<file path="config.mk">
export PLATFORM = sky130hd
export DESIGN_NAME = sbus_frame_encoder_failsafe
export DESIGN_NICKNAME = d
export VERILOG_FILES = /design/src/rtl/sfe_pkg.sv /design/src/rtl/sbus_frame_encoder_failsafe.sv /design/src/rtl/sfe_fifo.sv /design/src/rtl/sfe_front.sv /design/src/rtl/sfe_back.sv
export VERILOG_INCLUDE_DIRS = /design/src /design/src/rtl
export SDC_FILE = /design/constraint.sdc
export NUM_CORES = 2
export LEC_CHECK = 0
export BUFFER_PORTS_ARGS = -buffer_cell sky130_fd_sc_hd__buf_2
export CORE_MARGIN = 3
export CORE_UTILIZATION = 45
export DETAILED_ROUTE_END_ITERATION = 8
export PLACE_DENSITY_LB_ADDON = 0.15
export SYNTH_ARGS = -nofsm -noshare
export SYNTH_HDL_FRONTEND = slang
export SYNTH_HIERARCHICAL = 1
export SYNTH_SLANG_ARGS = --single-unit
</file>
<file path="constraint.sdc">
create_clock -name clock -period 25.5 [get_ports clock]
set_input_delay 1.275 -clock clock [delete_from_list [all_inputs] [get_ports clock]]
set_output_delay 1.275 -clock clock [all_outputs]
set_load 0.02 [all_outputs]
</file>
<file path="src/rtl/sbus_frame_encoder_failsafe_defines.svh">
// Assertion macros for the SBUS frame encoder.
// Included by the top level; relies on signals named clock and reset in the including scope.
`ifndef SBUS_FRAME_ENCODER_FAILSAFE_DEFINES_SVH
`define SBUS_FRAME_ENCODER_FAILSAFE_DEFINES_SVH
`ifndef SYNTH
// Condition implies consequence in the same cycle.
`define SFE_ASSERT_IMPLIES(label, ante, cons, msg) \
   label: assert property (@(posedge clock) disable iff (reset) (ante) |-> (cons)) \
      else $error(msg);
// Condition implies consequence in the next cycle.
`define SFE_ASSERT_NEXT(label, ante, cons, msg) \
   label: assert property (@(posedge clock) disable iff (reset) (ante) |=> (cons)) \
      else $error(msg);
`else
`define SFE_ASSERT_IMPLIES(label, ante, cons, msg)
`define SFE_ASSERT_NEXT(label, ante, cons, msg)
`endif
`endif

</file>
<file path="src/rtl/sfe_pkg.sv">
// Shared types and constants for the SBUS frame encoder.
// No dependencies; used by every module of the block except sfe_fifo.
package sfe_pkg;

   // Item kinds
   localparam logic KIND_TICK   = 1'b0;
   localparam logic KIND_PACKET = 1'b1;

   typedef struct packed {
      logic        kind;
      logic [15:0] channel_0_us;
      logic [15:0] channel_1_us;
      logic [15:0] channel_2_us;
      logic [15:0] channel_3_us;
      logic [15:0] channel_4_us;
      logic [15:0] channel_5_us;
      logic [15:0] channel_6_us;
      logic [15:0] channel_7_us;
      logic [15:0] channel_8_us;
      logic [15:0] channel_9_us;
   } req_type;

   typedef struct packed {
      logic [7:0] frame_byte;
      logic       last_byte;
   } rsp_type;

   // Register file
   localparam int CSR_INDEX_W = 2;
   localparam int CSR_DATA_W  = 16;
   localparam logic [CSR_INDEX_W-1:0] CSR_FRAME_INTERVAL   = 2'd0;
   localparam logic [CSR_INDEX_W-1:0] CSR_LOST_TIMEOUT     = 2'd1;
   localparam logic [CSR_INDEX_W-1:0] CSR_FAILSAFE_TIMEOUT = 2'd2;

   localparam logic [7:0]  RESET_FRAME_INTERVAL   = 8'd14;
   localparam logic [15:0] RESET_LOST_TIMEOUT     = 16'd28;
   localparam logic [15:0] RESET_FAILSAFE_TIMEOUT = 16'd500;

   // Channel storage
   localparam int RECEIVED_CHANNELS_DEFAULT = 10;
   localparam int NUM_IN_CHANNELS           = 10;
   localparam int THROTTLE_CHANNEL          = 2;
   localparam logic [15:0] RESET_PULSE_US    = 16'd1500;
   localparam logic [15:0] RESET_THROTTLE_US = 16'd1000;
   localparam logic [15:0] AGE_MAX           = 16'hFFFF;

   // SBUS frame
   localparam int BYTE_W            = 8;
   localparam int SBUS_NUM_CHANNELS = 16;
   localparam int SBUS_CHANNEL_W    = 11;
   localparam logic [7:0] FRAME_HEAD_BYTE = 8'h0F;
   localparam logic [7:0] FRAME_TAIL_BYTE = 8'h00;
   localparam logic [7:0] FLAG_FRAME_LOST = 8'h20;
   localparam logic [7:0] FLAG_FAILSAFE   = 8'h10;
   localparam logic [SBUS_CHANNEL_W-1:0] SBUS_MID = 11'd992;
   localparam logic [SBUS_CHANNEL_W-1:0] SBUS_MIN = 11'd172;
   localparam logic [SBUS_CHANNEL_W-1:0] SBUS_MAX = 11'd1811;

   // Pulse width to SBUS value scaling: (x - 1000) * 1639 / 1000 + 172
   localparam logic [15:0] PULSE_LOW_US  = 16'd1000;
   localparam logic [15:0] PULSE_HIGH_US = 16'd2000;
   localparam int DIFF_W      = 10;
   localparam int PRODUCT_W   = 21;
   localparam int MAP_SCALE   = 1639;
   localparam int MAP_DIVISOR = 1000;
   // The divide by 1000 is a multiply by ceil(2^31 / 1000) and a shift by 31. The
   // rounding error stays below one unit for every product under 2^21.
   localparam int RECIP_W     = 22;
   localparam int RECIP_SHIFT = 31;
   localparam logic [RECIP_W-1:0] MAP_RECIPROCAL = 22'd2147484;

   localparam int QUEUE_DEPTH = 2;

   typedef enum logic [2:0] {
      BK_IDLE,
      BK_START,
      BK_LOAD,
      BK_DIV,
      BK_PACK,
      BK_BYTE,
      BK_FLAGS,
      BK_END
   } back_state_type;

endpackage

</file>
<file path="src/rtl/sbus_frame_encoder_failsafe.sv">
// Top level of the SBUS frame encoder with frame-lost and failsafe flags.
// Depends on sfe_pkg, sfe_front, sfe_fifo, sfe_back and the assertion macro header.
//
// Input beats are either a one-millisecond tick or a packet of ten pulse widths in
// microseconds. A packet replaces the stored widths and clears the packet age. A tick
// ages the packet (saturating at 65535) and advances the frame timer; when the timer
// reaches frame_interval it restarts and one 25-byte SBUS frame leaves on the response
// channel, one byte per beat, with last_byte set on the closing 0x00. The frame holds
// the start byte 0x0F, sixteen 11-bit channels packed LSB first, and a flag byte with
// 0x20 (frame lost) and 0x10 (failsafe) set when the age, counted after the current
// tick, exceeds lost_timeout or failsafe_timeout. The front end takes one input beat
// per cycle as long as the two-entry frame queue has room; a tick that starts a frame
// captures the channel widths and flags at that moment, so later packets do not disturb
// a frame in flight. The back end maps every mapped channel whose width lies above 1000
// and at most 2000 us by multiplying it by 1639 in the load state and dividing by 1000
// with a reciprocal multiply in the divide state; other channels skip the divide state,
// and a stalled response side holds the back end. Register writes (index 0 frame
// interval, 1 lost timeout, 2 failsafe timeout; other indexes are ignored) are taken
// every cycle and should be made while the block is idle.
`include "sbus_frame_encoder_failsafe_defines.svh"

module sbus_frame_encoder_failsafe #(
   parameter int RECEIVED_CHANNELS = sfe_pkg::RECEIVED_CHANNELS_DEFAULT
) (
   input  logic                            clock,
   input  logic                            reset,
   input  logic                            req_valid,
   output logic                            req_ready,
   input  sfe_pkg::req_type                req_data,
   output logic                            rsp_valid,
   input  logic                            rsp_ready,
   output sfe_pkg::rsp_type                rsp_data,
   input  logic                            csr_valid,
   output logic                            csr_ready,
   input  logic [sfe_pkg::CSR_INDEX_W-1:0] csr_index,
   input  logic [sfe_pkg::CSR_DATA_W-1:0]  csr_data
);

   import sfe_pkg::*;

   // Channels that packets actually write; the rest of the received channels keep
   // the reset width.
   localparam int STORED = (RECEIVED_CHANNELS < NUM_IN_CHANNELS) ?
                           RECEIVED_CHANNELS : NUM_IN_CHANNELS;
   // A frame command is the flag byte followed by a snapshot of the stored widths.
   localparam int CMD_W  = BYTE_W + 16 * STORED;

   logic             push_valid;
   logic             push_ready;
   logic [CMD_W-1:0] push_data;
   logic             pop_valid;
   logic             pop_ready;
   logic [CMD_W-1:0] pop_data;
   logic             back_idle;

   // Front end: input and register beats, channel store, age and frame timer.
   sfe_front #(
      .RECEIVED_CHANNELS(RECEIVED_CHANNELS),
      .CMD_W(CMD_W)
   ) u_front (
      .clock(clock),
      .reset(reset),
      .req_valid(req_valid),
      .req_ready(req_ready),
      .req_data(req_data),
      .csr_valid(csr_valid),
      .csr_ready(csr_ready),
      .csr_index(csr_index),
      .csr_data(csr_data),
      .cmd_valid(push_valid),
      .cmd_ready(push_ready),
      .cmd_data(push_data)
   );

   // Frame command queue: lets ticks and packets keep flowing while a frame drains.
   sfe_fifo #(
      .WIDTH(CMD_W),
      .DEPTH(QUEUE_DEPTH)
   ) u_queue (
      .clock(clock),
      .reset(reset),
      .push_valid(push_valid),
      .push_ready(push_ready),
      .push_data(push_data),
      .pop_valid(pop_valid),
      .pop_ready(pop_ready),
      .pop_data(pop_data)
   );

   // Back end: channel mapping, bit packing and the registered byte output.
   sfe_back #(
      .RECEIVED_CHANNELS(RECEIVED_CHANNELS),
      .CMD_W(CMD_W)
   ) u_back (
      .clock(clock),
      .reset(reset),
      .cmd_valid(pop_valid),
      .cmd_ready(pop_ready),
      .cmd_data(pop_data),
      .rsp_valid(rsp_valid),
      .rsp_ready(rsp_ready),
      .rsp_data(rsp_data),
      .back_idle(back_idle)
   );

   // A due frame is only issued when the queue can hold it.
   `SFE_ASSERT_IMPLIES(a_frame_cmd_has_room, push_valid, push_ready, "frame command lost")
   // Once the back end is idle, the only byte still waiting is a closing one.
   `SFE_ASSERT_IMPLIES(a_idle_holds_last, back_idle && rsp_valid, rsp_data.last_byte, "open frame")
   // Taking a command always starts a frame.
   `SFE_ASSERT_NEXT(a_cmd_starts_frame, pop_valid && pop_ready, !back_idle, "frame not started")

endmodule

</file>
<file path="src/rtl/sfe_fifo.sv">
// Small first-in first-out queue of frame commands between front and back.
// Depends on nothing but its parameters.
module sfe_fifo #(
   parameter int WIDTH = 8,
   parameter int DEPTH = 2
) (
   input  logic             clock,
   input  logic             reset,
   input  logic             push_valid,
   output logic             push_ready,
   input  logic [WIDTH-1:0] push_data,
   output logic             pop_valid,
   input  logic             pop_ready,
   output logic [WIDTH-1:0] pop_data
);

   localparam int PTR_W = (DEPTH > 1) ? $clog2(DEPTH) : 1;
   localparam int CNT_W = $clog2(DEPTH + 1);
   localparam logic [PTR_W-1:0] LAST_PTR  = PTR_W'(DEPTH - 1);
   localparam logic [CNT_W-1:0] FULL_CNT  = CNT_W'(DEPTH);

   logic [WIDTH-1:0] entry_ff [DEPTH];
   logic [PTR_W-1:0] wr_ptr_ff, wr_ptr_in;
   logic [PTR_W-1:0] rd_ptr_ff, rd_ptr_in;
   logic [CNT_W-1:0] count_ff, count_in;
   logic             push;
   logic             pop;

   assign push_ready = (count_ff != FULL_CNT);
   assign pop_valid  = (count_ff != '0);
   assign pop_data   = entry_ff[rd_ptr_ff];
   assign push       = push_valid && push_ready;
   assign pop        = pop_valid && pop_ready;

   always_comb begin
      wr_ptr_in = wr_ptr_ff;
      rd_ptr_in = rd_ptr_ff;
      count_in  = count_ff;
      if (push) begin
         wr_ptr_in = (wr_ptr_ff == LAST_PTR) ? '0 : wr_ptr_ff + 1'b1;
      end
      if (pop) begin
         rd_ptr_in = (rd_ptr_ff == LAST_PTR) ? '0 : rd_ptr_ff + 1'b1;
      end
      if (push && !pop) begin
         count_in = count_ff + 1'b1;
      end else if (pop && !push) begin
         count_in = count_ff - 1'b1;
      end
   end

   always_ff @(posedge clock) begin
      if (reset) begin
         wr_ptr_ff <= '0;
         rd_ptr_ff <= '0;
         count_ff  <= '0;
      end else begin
         wr_ptr_ff <= wr_ptr_in;
         rd_ptr_ff <= rd_ptr_in;
         count_ff  <= count_in;
      end
   end

   always_ff @(posedge clock) begin
      if (push) begin
         entry_ff[wr_ptr_ff] <= push_data;
      end
   end

endmodule

</file>
<file path="src/rtl/sfe_front.sv">
// Front end: takes input beats and register writes, keeps channel store, age and frame timer.
// Depends on sfe_pkg; issues one frame command per frame into the queue.
module sfe_front #(
   parameter int RECEIVED_CHANNELS = sfe_pkg::RECEIVED_CHANNELS_DEFAULT,
   parameter int CMD_W             = 8
) (
   input  logic                               clock,
   input  logic                               reset,
   input  logic                               req_valid,
   output logic                               req_ready,
   input  sfe_pkg::req_type                   req_data,
   input  logic                               csr_valid,
   output logic                               csr_ready,
   input  logic [sfe_pkg::CSR_INDEX_W-1:0]    csr_index,
   input  logic [sfe_pkg::CSR_DATA_W-1:0]     csr_data,
   output logic                               cmd_valid,
   input  logic                               cmd_ready,
   output logic [CMD_W-1:0]                   cmd_data
);

   import sfe_pkg::*;

   localparam int STORED = (RECEIVED_CHANNELS < NUM_IN_CHANNELS) ?
                           RECEIVED_CHANNELS : NUM_IN_CHANNELS;

   logic [NUM_IN_CHANNELS-1:0][15:0] ch_us;
   logic [STORED-1:0][15:0]          store_ff, store_in;
   logic [15:0]                      age_ff, age_in, age_step;
   logic [7:0]                       timer_ff, timer_in, timer_step;
   logic [7:0]                       interval_ff, interval_in;
   logic [15:0]                      lost_ff, lost_in;
   logic [15:0]                      failsafe_ff, failsafe_in;
   logic                             accept;
   logic                             fire;
   logic [7:0]                       flags;

   assign ch_us[0] = req_data.channel_0_us;
   assign ch_us[1] = req_data.channel_1_us;
   assign ch_us[2] = req_data.channel_2_us;
   assign ch_us[3] = req_data.channel_3_us;
   assign ch_us[4] = req_data.channel_4_us;
   assign ch_us[5] = req_data.channel_5_us;
   assign ch_us[6] = req_data.channel_6_us;
   assign ch_us[7] = req_data.channel_7_us;
   assign ch_us[8] = req_data.channel_8_us;
   assign ch_us[9] = req_data.channel_9_us;

   // Every input beat waits for queue room so a due frame is never dropped.
   assign req_ready  = cmd_ready;
   assign csr_ready  = 1'b1;
   assign accept     = req_valid && req_ready;

   assign age_step   = (age_ff == AGE_MAX) ? age_ff : age_ff + 16'd1;
   assign timer_step = timer_ff + 8'd1;
   assign fire       = (timer_step >= interval_ff);

   // Flags are judged on the age after this tick has been counted.
   assign flags = ((age_step > lost_ff)     ? FLAG_FRAME_LOST : 8'h00) |
                  ((age_step > failsafe_ff) ? FLAG_FAILSAFE   : 8'h00);

   assign cmd_valid = accept && (req_data.kind == KIND_TICK) && fire;
   assign cmd_data  = {flags, store_ff};

   always_comb begin
      store_in = store_ff;
      age_in   = age_ff;
      timer_in = timer_ff;
      if (accept) begin
         if (req_data.kind == KIND_PACKET) begin
            for (int i = 0; i < STORED; i++) begin
               store_in[i] = ch_us[i];
            end
            age_in = '0;
         end else begin
            age_in   = age_step;
            timer_in = fire ? 8'd0 : timer_step;
         end
      end
   end

   always_comb begin
      interval_in = interval_ff;
      lost_in     = lost_ff;
      failsafe_in = failsafe_ff;
      if (csr_valid && csr_ready) begin
         unique case (csr_index)
            CSR_FRAME_INTERVAL: begin
               interval_in = csr_data[7:0];
            end
            CSR_LOST_TIMEOUT: begin
               lost_in = csr_data;
            end
            CSR_FAILSAFE_TIMEOUT: begin
               failsafe_in = csr_data;
            end
            default: begin
            end
         endcase
      end
   end

   always_ff @(posedge clock) begin
      if (reset) begin
         for (int i = 0; i < STORED; i++) begin
            store_ff[i] <= (i == THROTTLE_CHANNEL) ? RESET_THROTTLE_US : RESET_PULSE_US;
         end
         age_ff      <= '0;
         timer_ff    <= '0;
         interval_ff <= RESET_FRAME_INTERVAL;
         lost_ff     <= RESET_LOST_TIMEOUT;
         failsafe_ff <= RESET_FAILSAFE_TIMEOUT;
      end else begin
         store_ff    <= store_in;
         age_ff      <= age_in;
         timer_ff    <= timer_in;
         interval_ff <= interval_in;
         lost_ff     <= lost_in;
         failsafe_ff <= failsafe_in;
      end
   end

endmodule

</file>
<file path="src/rtl/sfe_back.sv">
// Back end: turns one frame command into 25 SBUS bytes through a registered output stage.
// Depends on sfe_pkg; maps channels with a multiply by the scale and a reciprocal multiply.
module sfe_back #(
   parameter int RECEIVED_CHANNELS = sfe_pkg::RECEIVED_CHANNELS_DEFAULT,
   parameter int CMD_W             = 8
) (
   input  logic             clock,
   input  logic             reset,
   input  logic             cmd_valid,
   output logic             cmd_ready,
   input  logic [CMD_W-1:0] cmd_data,
   output logic             rsp_valid,
   input  logic             rsp_ready,
   output sfe_pkg::rsp_type rsp_data,
   output logic             back_idle
);

   import sfe_pkg::*;

   localparam int STORED   = (RECEIVED_CHANNELS < NUM_IN_CHANNELS) ?
                             RECEIVED_CHANNELS : NUM_IN_CHANNELS;
   localparam int CH_IDX_W = $clog2(SBUS_NUM_CHANNELS);
   localparam int RC_W     = CH_IDX_W + 1;
   localparam int ACC_W    = SBUS_CHANNEL_W + BYTE_W - 1;
   localparam int NBITS_W  = $clog2(ACC_W + 1);
   localparam int RECIP_PROD_W = PRODUCT_W + RECIP_W;
   localparam logic [CH_IDX_W-1:0]     LAST_CH     = CH_IDX_W'(SBUS_NUM_CHANNELS - 1);
   localparam logic [RC_W-1:0]         RC_LIMIT    = RC_W'(RECEIVED_CHANNELS);
   localparam logic [PRODUCT_W-1:0]    SCALE_WIDE  = PRODUCT_W'(MAP_SCALE);
   localparam logic [RECIP_PROD_W-1:0] RECIP_WIDE  = RECIP_PROD_W'(MAP_RECIPROCAL);
   localparam logic [NBITS_W-1:0]      BYTE_BITS   = NBITS_W'(BYTE_W);
   localparam logic [NBITS_W-1:0]      CHAN_BITS   = NBITS_W'(SBUS_CHANNEL_W);

   back_state_type                     state_ff, state_in;
   logic [7:0]                         flags_ff, flags_in;
   logic [STORED-1:0][15:0]            chans_ff, chans_in;
   logic [CH_IDX_W-1:0]                chan_ff, chan_in;
   logic [SBUS_CHANNEL_W-1:0]          v_ff, v_in;
   logic [PRODUCT_W-1:0]               scaled_ff, scaled_in;
   logic [ACC_W-1:0]                   acc_ff, acc_in;
   logic [NBITS_W-1:0]                 nbits_ff, nbits_in;
   logic                               rsp_valid_ff;
   rsp_type                            rsp_data_ff;

   logic                               out_free;
   logic                               emit;
   rsp_type                            emit_data;
   logic                               chan_mapped;
   logic [15:0]                        x_us;
   logic [DIFF_W-1:0]                  diff;
   logic                               need_div;
   logic                               have_byte;
   logic [RECIP_PROD_W-1:0]            recip_product;

   assign out_free  = !rsp_valid_ff || rsp_ready;
   assign rsp_valid = rsp_valid_ff;
   assign rsp_data  = rsp_data_ff;
   assign back_idle = (state_ff == BK_IDLE);

   // Channel source: stored pulse width, the reset width for channels that packets
   // never carry, or no mapping at all above the received channel count.
   assign chan_mapped = ({1'b0, chan_ff} < RC_LIMIT);

   always_comb begin
      x_us = RESET_PULSE_US;
      for (int i = 0; i < STORED; i++) begin
         if (chan_ff == CH_IDX_W'(i)) begin
            x_us = chans_ff[i];
         end
      end
   end

   assign diff      = DIFF_W'(x_us - PULSE_LOW_US);
   assign need_div  = chan_mapped && (x_us > PULSE_LOW_US) && (x_us <= PULSE_HIGH_US);
   assign have_byte = (nbits_ff >= BYTE_BITS);
   // Quotient of the scaled width by 1000 sits above the reciprocal shift.
   assign recip_product = RECIP_PROD_W'(scaled_ff) * RECIP_WIDE;

   always_comb begin
      state_in = state_ff;
      unique case (state_ff)
         BK_IDLE: begin
            if (cmd_valid) begin
               state_in = BK_START;
            end
         end
         BK_START: begin
            if (out_free) begin
               state_in = BK_LOAD;
            end
         end
         BK_LOAD: begin
            state_in = need_div ? BK_DIV : BK_PACK;
         end
         BK_DIV: begin
            state_in = BK_PACK;
         end
         BK_PACK: begin
            state_in = BK_BYTE;
         end
         BK_BYTE: begin
            if (!have_byte) begin
               state_in = (chan_ff == LAST_CH) ? BK_FLAGS : BK_LOAD;
            end
         end
         BK_FLAGS: begin
            if (out_free) begin
               state_in = BK_END;
            end
         end
         BK_END: begin
            if (out_free) begin
               state_in = BK_IDLE;
            end
         end
      endcase
   end

   always_comb begin
      flags_in  = flags_ff;
      chans_in  = chans_ff;
      chan_in   = chan_ff;
      v_in      = v_ff;
      scaled_in = scaled_ff;
      acc_in    = acc_ff;
      nbits_in  = nbits_ff;
      cmd_ready = 1'b0;
      emit      = 1'b0;
      emit_data = '{frame_byte: FRAME_TAIL_BYTE, last_byte: 1'b0};
      unique case (state_ff)
         BK_IDLE: begin
            cmd_ready = 1'b1;
            if (cmd_valid) begin
               flags_in = cmd_data[CMD_W-1 -: BYTE_W];
               chans_in = cmd_data[CMD_W-BYTE_W-1:0];
               chan_in  = '0;
               acc_in   = '0;
               nbits_in = '0;
            end
         end
         BK_START: begin
            if (out_free) begin
               emit      = 1'b1;
               emit_data = '{frame_byte: FRAME_HEAD_BYTE, last_byte: 1'b0};
            end
         end
         BK_LOAD: begin
            if (!chan_mapped) begin
               v_in = SBUS_MID;
            end else if (x_us <= PULSE_LOW_US) begin
               v_in = SBUS_MIN;
            end else if (x_us > PULSE_HIGH_US) begin
               v_in = SBUS_MAX;
            end else begin
               scaled_in = PRODUCT_W'(diff) * SCALE_WIDE;
            end
         end
         BK_DIV: begin
            v_in = recip_product[RECIP_SHIFT +: SBUS_CHANNEL_W] + SBUS_MIN;
         end
         BK_PACK: begin
            acc_in   = acc_ff | (ACC_W'(v_ff) << nbits_ff);
            nbits_in = nbits_ff + CHAN_BITS;
         end
         BK_BYTE: begin
            if (have_byte) begin
               if (out_free) begin
                  emit      = 1'b1;
                  emit_data = '{frame_byte: acc_ff[BYTE_W-1:0], last_byte: 1'b0};
                  acc_in    = acc_ff >> BYTE_W;
                  nbits_in  = nbits_ff - BYTE_BITS;
               end
            end else if (chan_ff != LAST_CH) begin
               chan_in = chan_ff + 1'b1;
            end
         end
         BK_FLAGS: begin
            if (out_free) begin
               emit      = 1'b1;
               emit_data = '{frame_byte: flags_ff, last_byte: 1'b0};
            end
         end
         BK_END: begin
            if (out_free) begin
               emit      = 1'b1;
               emit_data = '{frame_byte: FRAME_TAIL_BYTE, last_byte: 1'b1};
            end
         end
      endcase
   end

   always_ff @(posedge clock) begin
      if (reset) begin
         state_ff     <= BK_IDLE;
         rsp_valid_ff <= 1'b0;
      end else begin
         state_ff <= state_in;
         if (emit) begin
            rsp_valid_ff <= 1'b1;
         end else if (rsp_ready) begin
            rsp_valid_ff <= 1'b0;
         end
      end
   end

   always_ff @(posedge clock) begin
      flags_ff  <= flags_in;
      chans_ff  <= chans_in;
      chan_ff   <= chan_in;
      v_ff      <= v_in;
      scaled_ff <= scaled_in;
      acc_ff    <= acc_in;
      nbits_ff  <= nbits_in;
      if (emit) begin
         rsp_data_ff <= emit_data;
      end
   end

endmodule
</file>
After elaboration in Yosys (flattened, before gate mapping)
Memory sizes are Yosys's and may differ from the RTL's. A register that Yosys moved wholly into a read port is not among the register bits.
Index checks and enable logic that the tools add are counted.
{"block": "word_totals", "reg_bits": 300, "latchBits": 0, "ramBits": 336, "romBits": 0, "input_bits": 184, "out_inout_bits": 12, "word_cells": 178, "mem_count": 1}
{"memory": "u_queue.entry_ff", "words": 2, "width": 168, "rd": 1, "rd_ports_with_merged_regs": 1, "write_ports": 1, "line": "sfe_fifo.sv:22", "text": "logic [WIDTH-1:0] entry_ff [DEPTH];"}
{"block": "classes", "n_addsub": 11, "multipliers": 2, "div": 0, "magnitude_cmp": 9, "eq_ne": 31, "shift": 1, "n_mux": 57, "n_bitwise": 5, "reduce_logical": 34}
{"operator": "$mux W16", "count": 12}
{"operator": "$mux W18", "count": 3}
{"operator": "$pmux W18 S3", "count": 1}
{"operator": "$mul A21 B20 Y40 const B", "count": 1}
{"operator": "$pmux W9 S4", "count": 1}
{"operator": "$mux W11", "count": 3}
{"operator": "$gt A16 B16 Y1", "count": 2}
{"operator": "$mux W9", "count": 3}
{"operator": "$mux W5", "count": 5}
{"operator": "$pmux W3 S8", "count": 1}
{"operator": "$pmux W11 S2", "count": 1}
{"operator": "$mul A10 B11 Y21 const B", "count": 1}
{"operator": "$mux W3", "count": 7}
{"operator": "$or A18 B18 Y18", "count": 1}
{"operator": "$shl A11 B5 Y18", "count": 1}
{"operator": "$add A16 B1 Y16 const B", "count": 1}
{"operator": "$eq A16 B16 Y1 const B", "count": 1}
{"operator": "$eq A4 B3 Y1 const B", "count": 4}
{"operator": "$gt A16 B10 Y1 const B", "count": 1}
{"operator": "$gt A16 B11 Y1 const B", "count": 1}
{"operator": "$le A16 B10 Y1 const B", "count": 1}
{"operator": "$le A16 B11 Y1 const B", "count": 1}
{"operator": "$pmux W5 S3", "count": 1}
{"operator": "$ne A2 B1 Y1 const B", "count": 7}
{"operator": "other kinds (43)", "count": 89}

Logic depth before layout (Yosys ltp)
{"block": "logic_depth", "depth_word": 16, "ltp_mapped": 31, "mapped_depth_nobuf": 29}

Hierarchy
Netlist, hierarchy kept.
{"module": "sfe_back", "instances": 1, "cells_per_inst": 1595, "area_each_um2": 18187.4, "seq_area_each_um2": 7166.9}
{"module": "sfe_fifo", "instances": 1, "cells_per_inst": 547, "area_each_um2": 12768.5, "seq_area_each_um2": 10189.8}
{"module": "sfe_front", "instances": 1, "cells_per_inst": 1197, "area_each_um2": 9648.0, "seq_area_each_um2": 4484.3}

Worst setup path after synthesis
No wires, ideal clock.
{"block": "synth_timing", "kind": "register -> register", "start": "register u_back.state_ff[1]", "end": "register u_back/chans_ff[0] (netlist name), enable pin", "setup_ps": 904, "t_arrival_ps": 12007, "t_required_ps": 24596, "slack_ps": 12589, "path_stages_with_launch": 3, "n_path_buf": 1, "synth_period_minus_slack_ps": 12911, "path_cell_list": "dfxtp_1 > clkbuf_1 > nor3_1"}
{"block": "synth_via", "elab_chain_cells": 2}
{"element": "from (decl)", "line": "sfe_back.sv:34", "text": "back_state_type state_ff, state_in;"}
{"element": "from (signal assigned)", "line": "sfe_back.sv:197", "text": "state_ff <= state_in;"}
{"element": "$logic_not A3 Y1"}
{"element": "$reduce_and A2 Y1 (no source line)"}
{"element": "to (signal assigned)", "line": "sfe_back.sv:208", "text": "chans_ff <= chans_in;"}
{"element": "to (decl)", "line": "sfe_back.sv:36", "text": "logic [STORED-1:0][15:0] chans_ff, chans_in;"}
No other way between the ends.
A chain may end at the register's enable or synchronous reset.

Worst setup path in the final report
{"block": "layout_timing", "start": "register u_back.chan_ff[1]", "end": "register u_back.scaled_ff[20] (data pin)"}
{"block": "layout_via", "elab_chain_cells": 13, "word_cells_on_any_way": 22, "classes_between": "add/sub: 1; mul: 1; eq/ne: 9; mux: 10; reduce/logical: 1"}
{"element": "from (decl)", "line": "sfe_back.sv:37", "text": "logic [CH_IDX_W-1:0] chan_ff, chan_in;"}
{"element": "from (signal assigned)", "line": "sfe_back.sv:209", "text": "chan_ff <= chan_in;"}
{"element": "$logic_not A4 Y1", "line": "sfe_back.sv:67", "text": "if (chan_ff == CH_IDX_W'(i)) begin"}
{"element": "$mux W16 (9 in a row)", "line": "sfe_back.sv:67"}
{"element": "$mux W16 *", "line": "sfe_back.sv:67"}
{"element": "$sub A10 B10 Y10 *", "line": "sfe_back.sv:73", "text": "assign diff = DIFF_W'(x_us - PULSE_LOW_US);"}
{"element": "$mul A10 B11 Y21 *", "line": "sfe_back.sv:155", "text": "scaled_in = PRODUCT_W'(diff) * SCALE_WIDE;"}
{"element": "to (signal assigned)", "line": "sfe_back.sv:211", "text": "scaled_ff <= scaled_in;"}
{"element": "to (decl)", "line": "sfe_back.sv:39", "text": "logic [PRODUCT_W-1:0] scaled_ff, scaled_in;"}
Every way passes the cells marked *; elsewhere a longest branch is shown, timed or not.

==> impl_metrics.toml <==
[cts]
hold_buffers = 0
clk_pin_slew_ps = 70
clk_latency_ps = 650
post_cts_resized = 0
cts_buffer_depth = 3
clock_sinks = 805
htreeDepth = 3
cts_tree = "built"
postCtsSetupRepairBufs = 0
cts_made_buffers = 86
clockRootBuffer = "clkbuf_16"

[synth]
yosysSeqAreaShare_pct = 53.8
synth.cell_area_um2 = 40600
ys_async_sr_fraction_pct = 0
synthFlopType = "edfxtp_1"
ys_ff_latch = 805
netlist_instances = 3339
synth_edf_count = 572
synth_cell_types = 100
yosys_warnings = 6
syn_area_per_cell_um2 = 12.2

[global_routing]
grt_pass1_vias = 24700
grt_pass1_wl_um = 143000
grt_antenna_before_repair = 1
overflow = 0
grt_max_degree = 170
grt_usage_pct = 19.4

[detailed_routing]
vias = 25000
routedWlPerCell_um = 19.3
first_pass_iters = 5
route.met3.wl_um = 3810
drt-met1-wl_um = 42600
highest_layer = "met5"
drcViolationCount = 0
viasPerCell = 5.27
routed_wl_um = 91600
drtIter0Drc = 1744
ant_nets = 0
route.met2.wl_um = 43600

[die]
start_util_pct = 45.7
io_pins = 196
core.rowCount = 109
core_area_um2 = 88900
dieArea_um2 = 93900
die_y_um = 306
die_w_um = 306

[sta]
drv_slew = 0
tightest_slew_ps = 1260
setup_viol = 0
hold_viol_final = 0
finalClockSkew_ps = 60.4
period_share_pct = 32.6
max_freq_mhz = 120
min_period_ps = 8320
rsz0062_at_grt = "no"
tns_ps = 0
relSlewSlack_pct = 15.8

[critical_path]
crit_path_max_fanout = 21
slowest_delay_ps = 730
critPathRequiredTime_ps = 25920
endpoint_kind = "register"
path_delay_family = "adder cells"
crit_path_top_delay_cell = "o32ai_2"
critPathBufInv = 5
worstSetupPathType = "register to register"
cp.arrival_ps = 8740
start_kind = "register"

[job]
cap_violations = 0

[cells_and_area]
nets = 4100
drive_above_1_share_pct = 16.1
antenna-diode-count = 0
area_growth_pct = 11.8
mostFrequentLayoutCells = "edfxtp_1, nand2_1, inv_1"
multi_input_area_um2 = 16800
fill_cells = 7906
regArea_um2 = 21800
final_common_cell = "edfxtp_1"

[place]
gp_congestion = 0.898
hpwl_um = 65500
portBuffers = 194

[run_status]
status = "completed"

[min_path]
hp-class = "register to register"
==> cells by family (layout without fill, tap and decap cells) <==
group | Yosys count | count (layout) | share of synthesized area (%)
flops | 805 | 805 | 53.8
fa+ha+maj | 412 | 412 | 15.0
mux | 202 | 202 | 6.65
compound gates | 518 | 518 | 8.37
simple gates | 882 | 882 | 10.1
xor+xnor | 59 | 59 | 1.27
buf+inv | 459 | 692 | 4.84
other cells | 2 | 7 | 0.0185
==> worst register-to-register path: stages (launching register included) <==
cell	delay, ps
edfxtp_1	460
inv_1	120
ha_1	710
inv_1	320
o221ai_1	260
a311oi_1	150
o32ai_2	730
ha_1	310
or3_1	150
nor2_1	60
xor2_1	260
inv_1	150
fa_1	550
inv_1	60
fa_1	470
fa_1	520
inv_1	60
fa_1	560
fa_1	430
ha_1	340
o21ai_0	120
a21boi_0	250
o21ai_0	200
a211o_1	340
a21oi_1	220
nor4_1	70
a311oi_1	240
==> flip-flops by register name (all words and copies together) (netlist names), 3 cells and up, named ones only <==
signal / count
u_back/acc_ff: 18
u_back/chan_ff: 4
u_back/chans_ff: 160
u_back/flags_ff: 8
u_back/nbits_ff: 5
u_back/rsp_data: 9
u_back/scaled_ff: 21
u_back/state_ff: 3
u_back/v_ff: 11
u_front/age_ff: 16
u_front/cmd_data: 160
u_front/failsafe_ff: 16
u_front/interval_ff: 8
u_front/lost_ff: 16
u_front/timer_ff: 8
u_queue/entry_ff: 336
==> routing by layer <==
| layer | global-route usage, % | up-vias |
|---|---|---|
| li1 | - | 12100 |
| met5 | 0 | - |
| met2 | 31.9 | 532 |
| met3 | 2.42 | 107 |
| met1 | 27.7 | 12200 |
| met4 | 4.25 | 2 |
==> Yosys cell counts, drive strengths merged, types with 16 or more instances <==
master | number | share of area [%]
a31oi | 20 | 0.31
nand4 | 17 | 0.34
edfxtp | 572 | 42
a211oi | 21 | 0.41
a21oi | 215 | 2.7
o21ai | 77 | 0.99
nor2b | 17 | 0.26
xor2 | 31 | 0.67
clkbuf | 86 | 0.89
nor2 | 135 | 1.3
ha | 290 | 8.9
buf | 62 | 1.1
fa | 122 | 6.0
mux2i | 22 | 0.54
xnor2 | 28 | 0.60
a211o | 16 | 0.35
dfxtp | 233 | 11
nand2 | 486 | 4.5
inv | 309 | 2.9
nand3 | 36 | 0.46
nand3b | 82 | 1.5
nor3 | 31 | 0.39
mux2 | 173 | 5.7
==> cell type report <==
cell class / count / area share, %
clock buffers: 130 / 5.38
clock inverters: 31 / 0.951
inverters: 311 / 2.58
multi-input cells: 2080 / 37.1
flip-flops and latches: 805 / 48.1
well taps: 1165 / 3.21
repair buffers: 220 / 2.64
==> through the flow <==
stage	utilization, %	cells	instance area, um2	setup slack, ps	hold WS [ps]
2_1_floorplan	-	3344	40600	12590	425
3_5_place_dp	47.8	4581	42500	17300	437
6_report	51.0	4742	45400	17180	445
3_3_place_gp	47.8	4581	42500	17500	431
5_1_grt	51.0	4742	45400	16550	459
4_1_cts	51.0	4742	45400	17200	449
==> path summary, 6_finish.rpt <==
path / startpoint / cells after the start / to / slack (ps)
max: u_back/chan_ff[1] / 26 / u_back/scaled_ff[20] / 17180
min: u_front/cmd_data[150] / 0 / u_queue/entry_ff[1][150] / 440
max reg2reg: u_back/chan_ff[1] / 26 / u_back/scaled_ff[20] / 17180
min reg2reg: u_front/cmd_data[150] / 0 / u_queue/entry_ff[1][150] / 440
Power is not shown: default switching activity piles up to over one toggle a cycle in this logic, so the estimate is an artifact.
